## src/ucfd_pkg.sv

```systemverilog
package ucfd_pkg;

  localparam int BYTE_W = 8;
  localparam int CODE_W = 4;
  localparam int LEN_W  = 6;
  localparam int DEC_W  = 7;
  localparam int ID_W   = 32;

  localparam logic [BYTE_W-1:0] CH_START = 8'h23;  // '#'
  localparam logic [BYTE_W-1:0] CH_END   = 8'h21;  // '!'
  localparam logic [BYTE_W-1:0] CH_QUERY = 8'h3F;  // '?'
  localparam logic [BYTE_W-1:0] CH_ZERO  = 8'h30;  // '0'
  localparam logic [BYTE_W-1:0] CH_NINE  = 8'h39;  // '9'

  localparam logic [LEN_W-1:0] QUERY_LEN = 6'd8;

  localparam int NUM_IDS = 14;
  localparam logic [CODE_W-1:0] CODE_UNKNOWN = 4'd14;

  // Command IDs, four ASCII chars packed big-endian, in code order
  localparam logic [ID_W-1:0] ID_TABLE [NUM_IDS] = '{
    32'h54696d65,  // Time
    32'h4d6f6465,  // Mode
    32'h4d436f64,  // MCod
    32'h53436f64,  // SCod
    32'h5353706b,  // SSpk
    32'h53706c74,  // Splt
    32'h52656378,  // Recx
    32'h53746f70,  // Stop
    32'h506c6179,  // Play
    32'h44656c41,  // DelA
    32'h53746174,  // Stat
    32'h4361703f,  // Cap?
    32'h4c697374,  // List
    32'h44656c65   // Dele
  };

  // Frame state as seen by the current character
  typedef struct packed {
    logic [ID_W-1:0]   window;   // last four chars before this one
    logic [BYTE_W-1:0] first;
    logic [BYTE_W-1:0] second;
    logic [BYTE_W-1:0] third;
    logic [LEN_W-1:0]  length;
  } ucfd_snap_t;

  typedef struct packed {
    logic [CODE_W-1:0] command_code;
    logic [LEN_W-1:0]  frame_length;
    logic [BYTE_W-1:0] payload_first;
    logic [BYTE_W-1:0] payload_second;
    logic [BYTE_W-1:0] payload_third;
    logic              is_query;
    logic [DEC_W-1:0]  decimal_value;
    logic              digits_valid;
  } ucfd_result_t;

  function automatic logic is_digit(input logic [BYTE_W-1:0] c);
    return (c >= CH_ZERO) && (c <= CH_NINE);
  endfunction

endpackage

```

## src/ucfd_frame_track.sv

```systemverilog
module ucfd_frame_track import ucfd_pkg::*; #(
  parameter int FRAME_DEPTH = 64
) (
  input  logic              clk,
  input  logic              rst,
  input  logic              load,
  input  logic [BYTE_W-1:0] rx_byte,
  output ucfd_snap_t        snap
);

  localparam int PosW    = $clog2(FRAME_DEPTH);
  localparam int LenExtW = (PosW > LEN_W) ? PosW : LEN_W;

  logic [PosW-1:0]    frame_position;
  logic [PosW-1:0]    pos_eff;
  logic [PosW-1:0]    frame_position_next;
  logic [LenExtW-1:0] pos_ext;
  logic [ID_W-1:0]    id_window;
  logic [BYTE_W-1:0]  held_first, held_second, held_third;
  logic [BYTE_W-1:0]  held_first_next, held_second_next, held_third_next;

  always_comb begin
    pos_eff = (rx_byte == CH_START) ? '0 : frame_position;
    frame_position_next = (pos_eff == PosW'(FRAME_DEPTH - 1)) ? '0 : pos_eff + 1'b1;

    held_first_next  = (pos_eff == PosW'(1)) ? rx_byte : held_first;
    held_second_next = (pos_eff == PosW'(2)) ? rx_byte : held_second;
    held_third_next  = (pos_eff == PosW'(3)) ? rx_byte : held_third;

    pos_ext = LenExtW'(frame_position_next);

    snap.window = id_window;
    snap.first  = held_first_next;
    snap.second = held_second_next;
    snap.third  = held_third_next;
    snap.length = pos_ext[LEN_W-1:0];
  end

  always_ff @(posedge clk) begin
    if (rst) begin
      frame_position <= '0;
      id_window      <= '0;
      held_first     <= '0;
      held_second    <= '0;
      held_third     <= '0;
    end else if (load) begin
      frame_position <= frame_position_next;
      id_window      <= {id_window[ID_W-BYTE_W-1:0], rx_byte};
      held_first     <= held_first_next;
      held_second    <= held_second_next;
      held_third     <= held_third_next;
    end
  end

endmodule

```

## src/ucfd_cmd_match.sv

```systemverilog
module ucfd_cmd_match import ucfd_pkg::*; (
  input  logic [ID_W-1:0]   window,
  output logic [CODE_W-1:0] command_code
);

  // Descending scan so the lowest matching index wins
  always_comb begin
    command_code = CODE_UNKNOWN;
    for (int i = NUM_IDS - 1; i >= 0; i--) begin
      if (window == ID_TABLE[i]) begin
        command_code = CODE_W'(i);
      end
    end
  end

endmodule

```

## src/ucfd_out_buffer.sv

```systemverilog
module ucfd_out_buffer import ucfd_pkg::*; (
  input  logic         clk,
  input  logic         rst,
  input  logic         push,
  input  ucfd_result_t push_data,
  output logic         has_room,
  output logic         out_valid,
  input  logic         out_ready,
  output ucfd_result_t out_data
);

  logic         skid_valid;
  ucfd_result_t skid_data;
  logic         out_free;

  assign out_free = !out_valid || out_ready;
  assign has_room = !skid_valid;

  always_ff @(posedge clk) begin
    if (rst) begin
      out_valid  <= 1'b0;
      skid_valid <= 1'b0;
    end else if (out_free) begin
      if (skid_valid) begin
        out_valid  <= 1'b1;
        skid_valid <= push;
      end else begin
        out_valid <= push;
      end
    end else if (push) begin
      skid_valid <= 1'b1;
    end
  end

  always_ff @(posedge clk) begin
    if (out_free) begin
      if (skid_valid) begin
        out_data <= skid_data;
        if (push) begin
          skid_data <= push_data;
        end
      end else if (push) begin
        out_data <= push_data;
      end
    end else if (push) begin
      skid_data <= push_data;
    end
  end

endmodule

```

## src/uart_command_frame_decoder_unit.sv

```systemverilog
// UART command frame decoder.
// Input channel (in_valid/in_ready/rx_byte) takes one received character per
// transfer. '#' restarts the frame at position 0; the position advances on
// every character and wraps at FRAME_DEPTH. Characters at positions 1..3 and
// the last four characters are held.
// A '!' produces one result transfer on the output channel (out_valid/
// out_ready): matched command code (14 = unknown), frame length, payload
// bytes 1..3, query flag, and a two-digit decimal value with its valid flag.
// Other characters produce no result.
// The result is registered, in the result register or, while the output
// stalls, the skid register. Throughput: one character per cycle while
// in_ready is high, set by one combinational pass from frame state to result.
// Stall: a two-entry output buffer (result register plus skid register) lets
// input continue while one result waits; in_ready drops only when both
// entries are full.
// Reset (rst, synchronous): clears the position, the held bytes, the
// character window and both output entries. No clearing pass is needed.
module uart_command_frame_decoder_unit import ucfd_pkg::*; #(
  parameter int FRAME_DEPTH = 64
) (
  input  logic              clk,
  input  logic              rst,
  input  logic              in_valid,
  output logic              in_ready,
  input  logic [BYTE_W-1:0] rx_byte,
  output logic              out_valid,
  input  logic              out_ready,
  output logic [CODE_W-1:0] command_code,
  output logic [LEN_W-1:0]  frame_length,
  output logic [BYTE_W-1:0] payload_first,
  output logic [BYTE_W-1:0] payload_second,
  output logic [BYTE_W-1:0] payload_third,
  output logic              is_query,
  output logic [DEC_W-1:0]  decimal_value,
  output logic              digits_valid
);

  logic         in_fire;
  logic         res_push;
  ucfd_snap_t   snap;
  logic [CODE_W-1:0] code;
  ucfd_result_t res;
  ucfd_result_t out_data;
  logic         both_digits;
  logic [DEC_W-1:0] tens;
  logic [DEC_W-1:0] units;

  assign in_fire  = in_valid && in_ready;
  // A result is only produced on the terminator
  assign res_push = in_fire && (rx_byte == CH_END);

  ucfd_frame_track #(
    .FRAME_DEPTH(FRAME_DEPTH)
  ) u_track (
    .clk     (clk),
    .rst     (rst),
    .load    (in_fire),
    .rx_byte (rx_byte),
    .snap    (snap)
  );

  // Window is the four characters before the '!' itself
  ucfd_cmd_match u_match (
    .window       (snap.window),
    .command_code (code)
  );

  always_comb begin
    both_digits = is_digit(snap.first) && is_digit(snap.second);
    tens  = DEC_W'(snap.first[3:0]);
    units = DEC_W'(snap.second[3:0]);

    res.command_code   = code;
    res.frame_length   = snap.length;
    res.payload_first  = snap.first;
    res.payload_second = snap.second;
    res.payload_third  = snap.third;
    res.is_query       = (snap.first == CH_QUERY) && (snap.length == QUERY_LEN);
    // tens * 10 as shift-add; digit low nibble is the digit value
    res.decimal_value  = both_digits ? ((tens << 3) + (tens << 1) + units) : '0;
    res.digits_valid   = both_digits;
  end

  ucfd_out_buffer u_obuf (
    .clk       (clk),
    .rst       (rst),
    .push      (res_push),
    .push_data (res),
    .has_room  (in_ready),
    .out_valid (out_valid),
    .out_ready (out_ready),
    .out_data  (out_data)
  );

  assign command_code   = out_data.command_code;
  assign frame_length   = out_data.frame_length;
  assign payload_first  = out_data.payload_first;
  assign payload_second = out_data.payload_second;
  assign payload_third  = out_data.payload_third;
  assign is_query       = out_data.is_query;
  assign decimal_value  = out_data.decimal_value;
  assign digits_valid   = out_data.digits_valid;

endmodule

```

## config.mk

```make
export PLATFORM = sky130hd
export DESIGN_NAME = uart_command_frame_decoder_unit
export DESIGN_NICKNAME = d
export VERILOG_FILES = /design/src/ucfd_pkg.sv /design/src/ucfd_frame_track.sv /design/src/ucfd_cmd_match.sv /design/src/ucfd_out_buffer.sv /design/src/uart_command_frame_decoder_unit.sv
export SDC_FILE = /design/constraint.sdc
export NUM_CORES = 1
export LEC_CHECK = 0
export BUFFER_PORTS_ARGS = -buffer_cell sky130_fd_sc_hd__buf_4
export CORE_ASPECT_RATIO = 1.75
export CORE_MARGIN = 5
export CORE_UTILIZATION = 62
export CTS_BUF_LIST = sky130_fd_sc_hd__clkbuf_2 sky130_fd_sc_hd__clkbuf_4 sky130_fd_sc_hd__clkbuf_8
export DETAILED_ROUTE_END_ITERATION = 12
export HOLD_SLACK_MARGIN = 0.1
export PLACE_DENSITY = 0.82
export SKIP_CTS_REPAIR_TIMING = 1
export SLEW_MARGIN = 5
export SYNTH_ARGS = -nofsm -noshare
export SYNTH_HDL_FRONTEND = slang
export SYNTH_SLANG_ARGS = --single-unit
```

## constraint.sdc

```tcl
create_clock -name clk -period 6.75 [get_ports clk]
set_clock_uncertainty 0.1 [all_clocks]
set_input_delay 0.3375 -clock clk [delete_from_list [all_inputs] [get_ports clk]]
set_output_delay 0.3375 -clock clk [all_outputs]
set_load 0.03 [all_outputs]
```

**Word-level counts from Yosys, hierarchy flattened**

Cells that the tools add are included.

- Bits in registers: 150
- Bits in latches: 0
- RAM bits: 0
- Memory bits (read-only): 0
- Input bits: 12
- Output and inout port bits: 45
- Word-level logic and storage cells: 94
- Memories kept: 0

- Add/sub/neg operators: 3
- $mul: 0
- Div/mod/pow operators: 0
- $lt $le $gt $ge: 4
- Equal/unequal tests: 23
- Shift-type cells: 0
- Muxes and demuxes: 29
- Bitwise gates (word level): 0
- Reductions and logical operators: 12

Operator list:

| operator | number |
|---|---|
| 32-bit by 31-bit equality test with 1-bit output (second input constant) | 14 |
| 43-bit 2-to-1 mux | 5 |
| 4-bit 2-to-1 mux | 8 |
| 8-bit by 6-bit equality test with 1-bit output (second input constant) | 3 |
| 8-bit 2-to-1 mux | 3 |
| 8-bit by 6-bit greater-or-equal comparator with 1-bit output (second input constant) | 2 |
| 8-bit by 6-bit less-or-equal comparator with 1-bit output (second input constant) | 2 |
| 6-bit by 2-bit equality test with 1-bit output (second input constant) | 2 |
| 3-bit 2-to-1 mux | 4 |
| 6-bit 2-to-1 mux | 2 |
| 7-bit by 4-bit adder with 7-bit output | 1 |
| 7-bit by 5-bit adder with 7-bit output | 1 |
| 7-bit 2-to-1 mux | 1 |
| 6-bit by 1-bit adder with 6-bit output (second input constant) | 1 |
| 6-bit by 1-bit equality test with 1-bit output (second input constant) | 1 |
| 6-bit by 4-bit equality test with 1-bit output (second input constant) | 1 |
| 6-bit equality test (second input constant) | 1 |
| 1-bit logical AND | 6 |
| 1-bit 2-to-1 mux | 4 |
| 2-bit 2-to-1 mux | 2 |
| 2-bit nonzero test | 2 |
| 1-bit zero test | 2 |
| 2-bit by 1-bit inequality test with 1-bit output (second input constant) | 1 |
| 2-bit AND reduction | 1 |
| 1-bit logical OR | 1 |

**Longest topological paths before layout**

Gate-level depths: netlist (run 1).

- Word-level depth: 18
- Gate-level depth with buffers: 16
- Depth with buffers taken out: 15

**Hierarchy**

Synthesis (run 1) repeated with hierarchy kept, for this count alone.

- Cells, all modules: 565
- Area, all modules: 7048.0 um^2

Modules (own cells, without submodules):

| module | instances | cells each | area each (um^2) | seq. area each (um^2) |
|---|---|---|---|---|
| ucfd_out_buffer | 1 | 146 | 3218.1 | 2622.5 |
| ucfd_frame_track | 1 | 282 | 2836.5 | 1241.2 |
| ucfd_cmd_match | 1 | 93 | 635.6 | 0.0 |
| uart_command_frame_decoder_unit | 1 | 44 | 357.8 | 0.0 |

**Least setup slack after synthesis (run 1)**

OpenSTA, ideal clock, no wires.

- Path kind: input -> register
- Start point: input rx_byte[4]
- End point: register u_obuf.skid_data[0] in the netlist's numbering, enable pin
- Setup time: 0.550 ns
- Arrival time: 5.302 ns
- Slack: 0.797 ns
- Stages: 3
- Buffers on the path: 0
- Cell sequence: nand4bb_1 or4_1 nor4_1

RTL lines:

| what | line | text |
|---|---|---|
| start: declaration | uart_command_frame_decoder_unit.sv:25 | `input logic [BYTE_W-1:0] rx_byte,` |
| end signal: assignment | ucfd_out_buffer.sv:40 | `skid_data <= push_data;` |
| end signal: assignment | ucfd_out_buffer.sv:46 | `skid_data <= push_data;` |
| end: declaration | ucfd_out_buffer.sv:13 | `ucfd_result_t skid_data;` |

**Worst setup path after layout (run 1)**

- Start point: input rx_byte[1]
- End point: register u_obuf.out_data[6] (netlist name)

- Word-level cells in the longest chain between the ends: 10
- Elaborated cells on any way between the ends: 18
- Those cells by class: add/sub: 2; order compare: 4; eq/ne: 3; mux: 6; reduce/logical: 3

RTL lines:

| what | line | text |
|---|---|---|
| parallel branches: the longest is 7 deep, another holds 7-bit by 5-bit adder with 7-bit output | n/a |  |
| 7-bit 2-to-1 mux (*) | uart_command_frame_decoder_unit.sv:80 | `res.decimal_value = both_digits ? ((tens << 3) + (tens << 1) + units) : '0;` |
| 43-bit 2-to-1 mux (*) | ucfd_out_buffer.sv:42 | `end else if (push) begin` |
| 43-bit 2-to-1 mux (*) | ucfd_out_buffer.sv:37 | `if (skid_valid) begin` |

Every way passes the cells marked *. The select of a mux whose other input is x is not followed.
A chain may end at the register's enable or synchronous reset.

==> results by stage, run 1 <==
Synthesis:
- The post-synthesis area per instance is roughly 11 sq um.
- The number of enable flip-flop cells after synthesis is 86.
- Yosys attributes the largest share of cell area to edfxtp_1 (37%), dfxtp_1 (19%), mux2_2 (7.7%).
- The share of the Yosys chip area taken by registers is around 56%.
- In the synthesized netlist, the number of instances is 638.
- The total number of yosys warnings is 0.
- Among all flip-flop cells after synthesis, the most frequent one is edfxtp_1.
- The number of different library cells used by synthesis comes to 60.
- The synthesized design spends more area on one cell type than any other, namely edfxtp_1.
- Counting every net in the synthesized netlist gives 660.
- In the synthesized netlist the async set-or-reset flop fraction comes to 0%.
- The cell area after technology mapping is 6890 sq um.
- The synthesis-stage register bit count is 150.
- After synthesis, the largest area contributor takes up ~37% of total cell area.

Drt:
- In the detailed route, the total length drawn on met2 is about 9400 um.
- The detailed router used layers up to and including met4.
- The detailed router finished its first iteration with 417 violations.
- The met1 wire length is between 6000 and 7000 um.
- The detail route stage leaves a number of antenna-violating nets equal to 0.
- The routed layout has 5101 vias.
- The per-cell routed wire length is between 20 and 25 um.
- The total DRC errors in the routed layout is 0.
- The first detailed-routing pass took 7 iterations.
- Summed over all layers, the routed wires come to 17300 um.
- The wire length on met3 is slightly above 800 um.
- The average via count per standard cell is around 6.1.

Placement:
- The number of cells after detailed placement is between 700 and 800.
- The weighted congestion at the end of routability-driven global placement is about 0.94.
- The HPWL after detailed placement is 12000 um.
- OpenSTA, run right after detailed placement, puts the worst setup slack at approximately 2400 ps.
- The number of port buffers is 56.

CTS:
- The number of clock buffers inserted by TritonCTS is 17.
- The CTS H-tree depth is 4.
- Clock tree synthesis found a total of 150 sinks.
- The clock latency of the later-clocked register in the worst-skew pair is roughly 450 ps.
- The clock transition at the registers of the reported paths is about 90 ps.
- TritonCTS built the clock tree.
- The cell at the root of the clock tree is clkbuf_8.
- The maximum clock insertion buffer count is 2.

Hold path:
- The end point of the most critical hold path is u_track.id_window[7].
- The startpoint of the tightest hold check path is rx_byte[7].
- The kind of path behind the tightest hold check is input pin to register.
- The worst hold path depth is 3.

GRT:
- The via count of the first global-routing pass is approximately 5k.
- The number of antenna violations at the first check in global routing is 0.
- The total routing usage reported by global routing is between 20% and 30%.
- Entering global routing, the biggest net connects 65 pins.
- The final global-route overflow total is 0.
- The global-route wire length before repair is ~27000 um.

Run status:
- The flow ran to the end, and the final reports show no timing, DRC or antenna violations.

Setup path:
- The buffering stage count on the worst path with inverters included is 2.
- The library cell appearing most often on the critical path is ha_1.
- The endpoint identified for the worst register-to-register timing path is u_obuf.out_data[6].
- The critical path's slowest cell is dlygate4sd3_1.
- The kind of critical path is input pin to register.
- STA classifies the critical path startpoint as an input pin.
- The endpoint kind of the worst setup timing path is a register.
- In this run the critical register-to-register path is launched from u_track.frame_position[2].
- The length in cells of the worst reg-to-reg path is 11.
- The cell family contributing the most delay on the critical path is simple AND/OR/NAND/NOR gates.
- The largest fanout on the critical path is 11.
- For this run, the slowest stage of the critical path takes approximately 540 ps.
- The flop-to-flop setup slack is between 2000 and 3000 ps.
- The critical path arrival is between 4000 and 5000 ps.
- The data required time at the worst endpoint is between 6000 and 7000 ps.
- The signal on the critical path passes through dlygate4sd3_1 -> buf_4 -> or4b_4 -> or2_2 -> and2_1 -> ha_1 -> o21ai_2 -> mux2i_1 -> xnor2_1 -> ha_1 -> ha_1 -> a21o_1 -> a21oi_1 -> xor2_1 -> o31ai_1.

Finish:
- The area overhead of the layout relative to synthesis is 13.6%.
- The top cell types in the final layout, fill and taps aside, are nand2_1 (113), edfxtp_1 (86), buf_4 (65).
- The number of fill cells is 785.
- For this run, the post-layout net count is a little over 700.
- The finished layout holds 832 standard cells, fillers aside.
- The final standard cell utilization of the core is 70.9%.
- The register cell area after layout is 3860 sq um.
- The repair_antennas step left the layout with diodes totalling 0.
- The most common library cell in the layout ignoring fill and taps is nand2_1.
- Cells with a size suffix above 1 make up approximately 23% of the layout.
- The area of the multi-input gates is around 2800 sq um.

Timing:
- The setup violation total in the final timing report is 0.
- Hold timing on the final database bottoms out at a slack of 90.7 ps.
- Setup repair after global routing left no endpoint under its margin.
- For this run, the top clock speed supported by timing is 224 MHz.
- Across all setup checks in the final design, the least slack found is ~2300 ps.
- The max-slew violation total from the final report is 0.
- At the pin with the least slew margin, the transition time is approximately 1300 ps.
- For the final routed database, the setup TNS stands at 0 ps.
- The shortest clock period the worst path allows after layout is 4470 ps.
- The final clock period utilization by the worst path is 66.2%.
- In this run the tightest slew margin relative to its limit is 15.5%.
- The number of hold violations in the final report is 0.

Power and ir drop:
- The leakage component of the power is roughly 2.8 nW.
- VDD sags by at most 0.197 mV.
- The switching part of the total is 26.3%.
- Of the total power, registers draw between 50% and 60%.
- The net switching component of the power is 0.479 mW.
- Per report_power, the clock group accounts for between 30% and 40% of the total.
- The share of power burned in combinational logic is 7.7%.
- The internal portion of the total power is 1.34 mW.
- The power density of the placed cells is 233 nW/um^2.

Run:
- The count of max-cap constraint violations is 0.

Floorplanning:
- The I/O pin total is 57.
- The die is 89.7 um wide.
- The initial core utilization is between 60% and 70%.
- The die footprint is 13400 sq um.
- The overall die height is between 100 and 150 um.
- After floorplanning, the core was divided into just over 50 placement rows.
- The core region is ~11000 sq um.
==> cells by family (layout without fill, tap and decap cells) <==
kind of cell	count (synthesis)	in the layout	synth area share [%]
AOI/OAI and AO/OA	84	84	7.81
xor gates and xnor gates	9	9	1.14
adders and majority gates	10	10	1.93
buffers and inverters	53	115	3.16
DFF	150	150	56.1
muxes	67	67	10.8
and+or+nand+nor	265	265	19.1
==> power groups by stage <==
| stage | registers [mW] | clock network [mW] | logic [mW] |
|---|---|---|---|
| after CTS | 0.989 | 0.702 | 0.137 |
| after detailed placement | 1.01 | 0 | 0.133 |
| after global placement | 1.01 | 0 | 0.128 |
| after global routing | 0.992 | 0.748 | 0.151 |
| after floorplan | 1.01 | 0 | 0.0984 |
| final | 0.990 | 0.692 | 0.140 |
==> area by class of cell <==
type	instances	area share [%]
clock inverters	14	1.98
multi-input cells	435	36.1
flip-flops and latches	150	49.4
repair buffers	68	6.62
clock buffers	18	3.09
inverters	15	0.719
well taps	132	2.11
==> synth_stat cells (4+ instances only) <==
library cell / number
nand4_1: 7
a211oi_1: 6
xor2_1: 4
nor4_1: 10
nand3_1: 12
o21ai_0: 6
xnor2_1: 5
edfxtp_1: 86
nand2_1: 113
inv_1: 13
ha_1: 9
dfxtp_1: 64
mux2_2: 47
clkbuf_1: 32
nor3_1: 12
mux2i_1: 19
a21oi_1: 44
nor4b_1: 4
nor2b_1: 9
nor4bb_1: 7
o31ai_1: 11
nor2_1: 60
==> state kept, by name, summed over array words and instances, names as in the netlist <==
register,flops
u_obuf.out_valid,1
u_track.frame_position,6
u_obuf.skid_valid,1
u_track.held_third,8
u_track.held_first,8
u_obuf.out_data,43
u_track.id_window,32
u_track.held_second,8
u_obuf.skid_data,43
==> per-stage QoR <==
step | power [mW] | instance area, sq um
final | 1.82 | 7830
after global routing | 1.89 | 7830
after CTS | 1.83 | 7800
after detailed placement | 1.14 | 7400
after global placement | 1.14 | 7400
after floorplan | 1.10 | 6890
==> metal layers <==
layer,global-route usage (%),vias up
met5,0,-
met4,14.1,0
met3,5.84,52
met2,46.9,201
met1,29.4,2458
li1,-,2390
==> how the worst max path moves through the flow <==
stage                                to  cells past startpoint        from
CTS                  u_obuf.out_data[6]                     14  rx_byte[2]
finish               u_obuf.out_data[6]                     15  rx_byte[1]
floorplan           u_obuf.skid_data[0]                      3  rx_byte[4]
detailed placement   u_obuf.out_data[7]                     16  rx_byte[2]
global route         u_obuf.out_data[7]                     17  rx_byte[1]
global placement     u_obuf.out_data[7]                     16  rx_byte[2]
==> worst min-delay path: stages <==
cell     delay, ps
buf_4          150
nand2_1         60
a21oi_1         50
Power figures use the tool's default switching activity.
==> inputs of run 2 (changes only) <==
==> constraint.sdc (replaced) <==
create_clock -name clk -period 4.3 [get_ports clk]
set_clock_uncertainty 0.1 [all_clocks]
set_input_delay 0.215 -clock clk [delete_from_list [all_inputs] [get_ports clk]]
set_output_delay 0.215 -clock clk [all_outputs]
set_load 0.03 [all_outputs]
==> run 2 against run 1 <==
- die area unchanged
- combinational power up 63%
- routed wire length up 1.7%
==> results by stage, run 2 (same netlist as run 1, synthesis figures left out) <==
Run status:
- The run finished with clean final reports.

CTS:
- The clock transition at the registers of the reported paths is 100 ps.
- The number of clock buffers added by TritonCTS is 17.
- The cell sitting at the root of the clock tree is a clkbuf_8.
- The CTS H-tree depth is 4.
- The maximum clock insertion buffer count is 2.
- TritonCTS built the clock tree.
- The clock latency of the later-clocked register in the worst-skew pair is about 450 ps.
- Counting every sink on the clock net gives 150.

Timing:
- The post-route setup TNS is 0 ps.
- The max-slew violation total from the final report is 0.
- Setup repair after global routing left no endpoint under its margin.
- Setup violations remaining at the end of the flow were counted as 0.
- The number of hold violations in the final report is 0.
- At the pin with the least slew margin, the transition time is 999 ps.
- In this run the tightest slew margin relative to its limit is ~33%.
- Setup slack on the critical path of the routed design comes to 237 ps.
- The final clock period utilization by the worst path is ~94%.
- The highest clock frequency the design can meet is 246 MHz.
- The smallest clock period supported by the final layout is computed as about 4100 ps.

Run:
- The count of max-cap constraint violations is 0.

Drt:
- The number of vias in the routed layout is 5179.
- In the routed layout, each cell is associated on average with a via count of about 6.
- In the final routed layout, each cell accounts on average for 20.8 um.
- The post-detailed-route count of antenna-violating nets is 0.
- The first detailed-routing pass ran for 5 iterations.
- The total DRC errors in the routed layout is 0.
- The routed wire length is 17500 um.
- The starting DRC count in detailed routing is 419.

Finish:
- The count of placed standard cells in the final layout, fillers left out is between 800 and 900.
- The fraction of layout cells with a size suffix above 1 is a little under a quarter.
- The count of nets after finishing is a little over 700.
- The most common library cell in the layout ignoring fill and taps is nand2_1.
- The library cells used most frequently in the layout, excluding fill and tap cells, are nand2_1 (113), edfxtp_1 (86), buf_4 (68).
- The area overhead of the layout relative to synthesis is 15.9%.
- In the final layout, the registers with the most flip-flops are u_obuf.out_data (43), u_obuf.skid_data (43), u_track.id_window (32).
- The number of antenna diodes in the final layout is 0.
- Cells fill 72.3% of the core in the end.

Power and ir drop:
- The worst supply voltage drop on vdd is just under 0.3 mV.
- In this run the static leakage power is 2.87 nW.
- The clock group share of total power is approximately 39%.
- The internal cell power is 2.18 mW.
- Dividing total power by cell area gives a power density of approximately 370 nW/um^2.
- Power comes to 2.93 mW.
- The share of total power in sequential cells is a little over half.
- Combinational logic is responsible for between 7 and 8% of the overall power.
- Net switching is 25.7% of the power.
- The net switching component of the power is about 0.75 mW.

GRT:
- Global routing used 26.8% of the available tracks.
- The first global-routing pass estimated ~27000 um of wire.
- The number of antenna violations at the first check in global routing is 0.
- The pin count of the biggest net entering global routing is 65.
- The via count of the first global-routing pass came to 5105.
- Global routing finished with a remaining overflow of 0.

Setup path:
- The startpoint class of the critical path is an input pin.
- The data required time at the worst endpoint is approximately 4400 ps.
- STA classifies the critical path endpoint as a register.
- The kind of critical path is input pin to register.
- For the worst setup path, the data arrival time is approximately 4100 ps.
- In this run the worst path has a maximum fanout of 8.

Placement:
- The HPWL after detailed placement is between 10000 and 15000 um.
- The number of port buffers is between 50 and 60.
- The number of placed instances, taps included, is 800.
- The weighted congestion at the end of routability-driven global placement is approximately 0.95.
- The pre-CTS setup slack is around 220 ps.

Floorplanning:
- The die covers 13400 sq um.
- From bottom edge to top edge, the die measures approximately 150 um.
- The placement row count is 51.
- The die is about 90 um wide.
- Pin placement for this block handled 57 I/O pins.
- The total area inside the core boundary comes to 11000 sq um.
- The initial core utilization is between 60% and 70%.

Hold path:
- The worst hold path belongs to the class input pin to register.
## run 2: per-layer routing
layer / global-route usage (%) / up-vias / routed length [um]
li1: - / 2419 / -
met2: 46.5 / 193 / 9530
met5: 0 / - / 0
met4: 15.1 / 0 / 983
met3: 4.85 / 61 / 784
met1: 30.0 / 2506 / 6240
## run 2: critical path, stage by stage
cell and delay [ps]:
dlygate4sd3_1 540, buf_4 160, nand4bb_1 300, or2_2 400, and2_1 190, ha_1 230
o21ai_2 130, mux2_2 420, ha_1 290, ha_1 180, inv_1 60, fa_1 410
inv_1 80, a21o_1 100, a21oi_1 70, xnor2_1 240, o31ai_1 100
## run 2: layout make-up
cell class                 count  area [sq um]
sequential                   150          3860
fill                         769          3060
multi-input combinational    435          2840
timing repair buffer          80           631
clock buffer                  18           241
clock inverter                14           186
tap                          132           165
inverter                      15          56.3
## run 2: power groups by stage
stage / Clock [mW] / Sequential [mW] / Combinational (mW)
finish: 1.15 / 1.55 / 0.228
detailed placement: 0 / 1.59 / 0.213
global placement: 0 / 1.58 / 0.202
floorplan: 0 / 1.58 / 0.155
CTS: 1.16 / 1.55 / 0.216
global route: 1.23 / 1.56 / 0.246
## run 2: path summary, 6_finish.rpt
check                                 start               endpoint  slack (ps)  cells after the start
hold reg to reg       u_track.id_window[30]  u_track.id_window[30]         380                      2
setup / recovery                 rx_byte[4]     u_obuf.out_data[7]         240                     17
setup reg to reg  u_track.frame_position[2]     u_obuf.out_data[7]         440                     13
hold / removal                   rx_byte[2]  u_track.held_third[2]          90                      3
## run 2: per-stage QoR
stage	instance area, sq um	hold WS (ps)
2_1_floorplan	6890	251
3_3_place_gp	7430	353
3_5_place_dp	7430	367
4_1_cts	7860	-47.5
5_1_grt	7980	90.0
6_report	7980	90.8
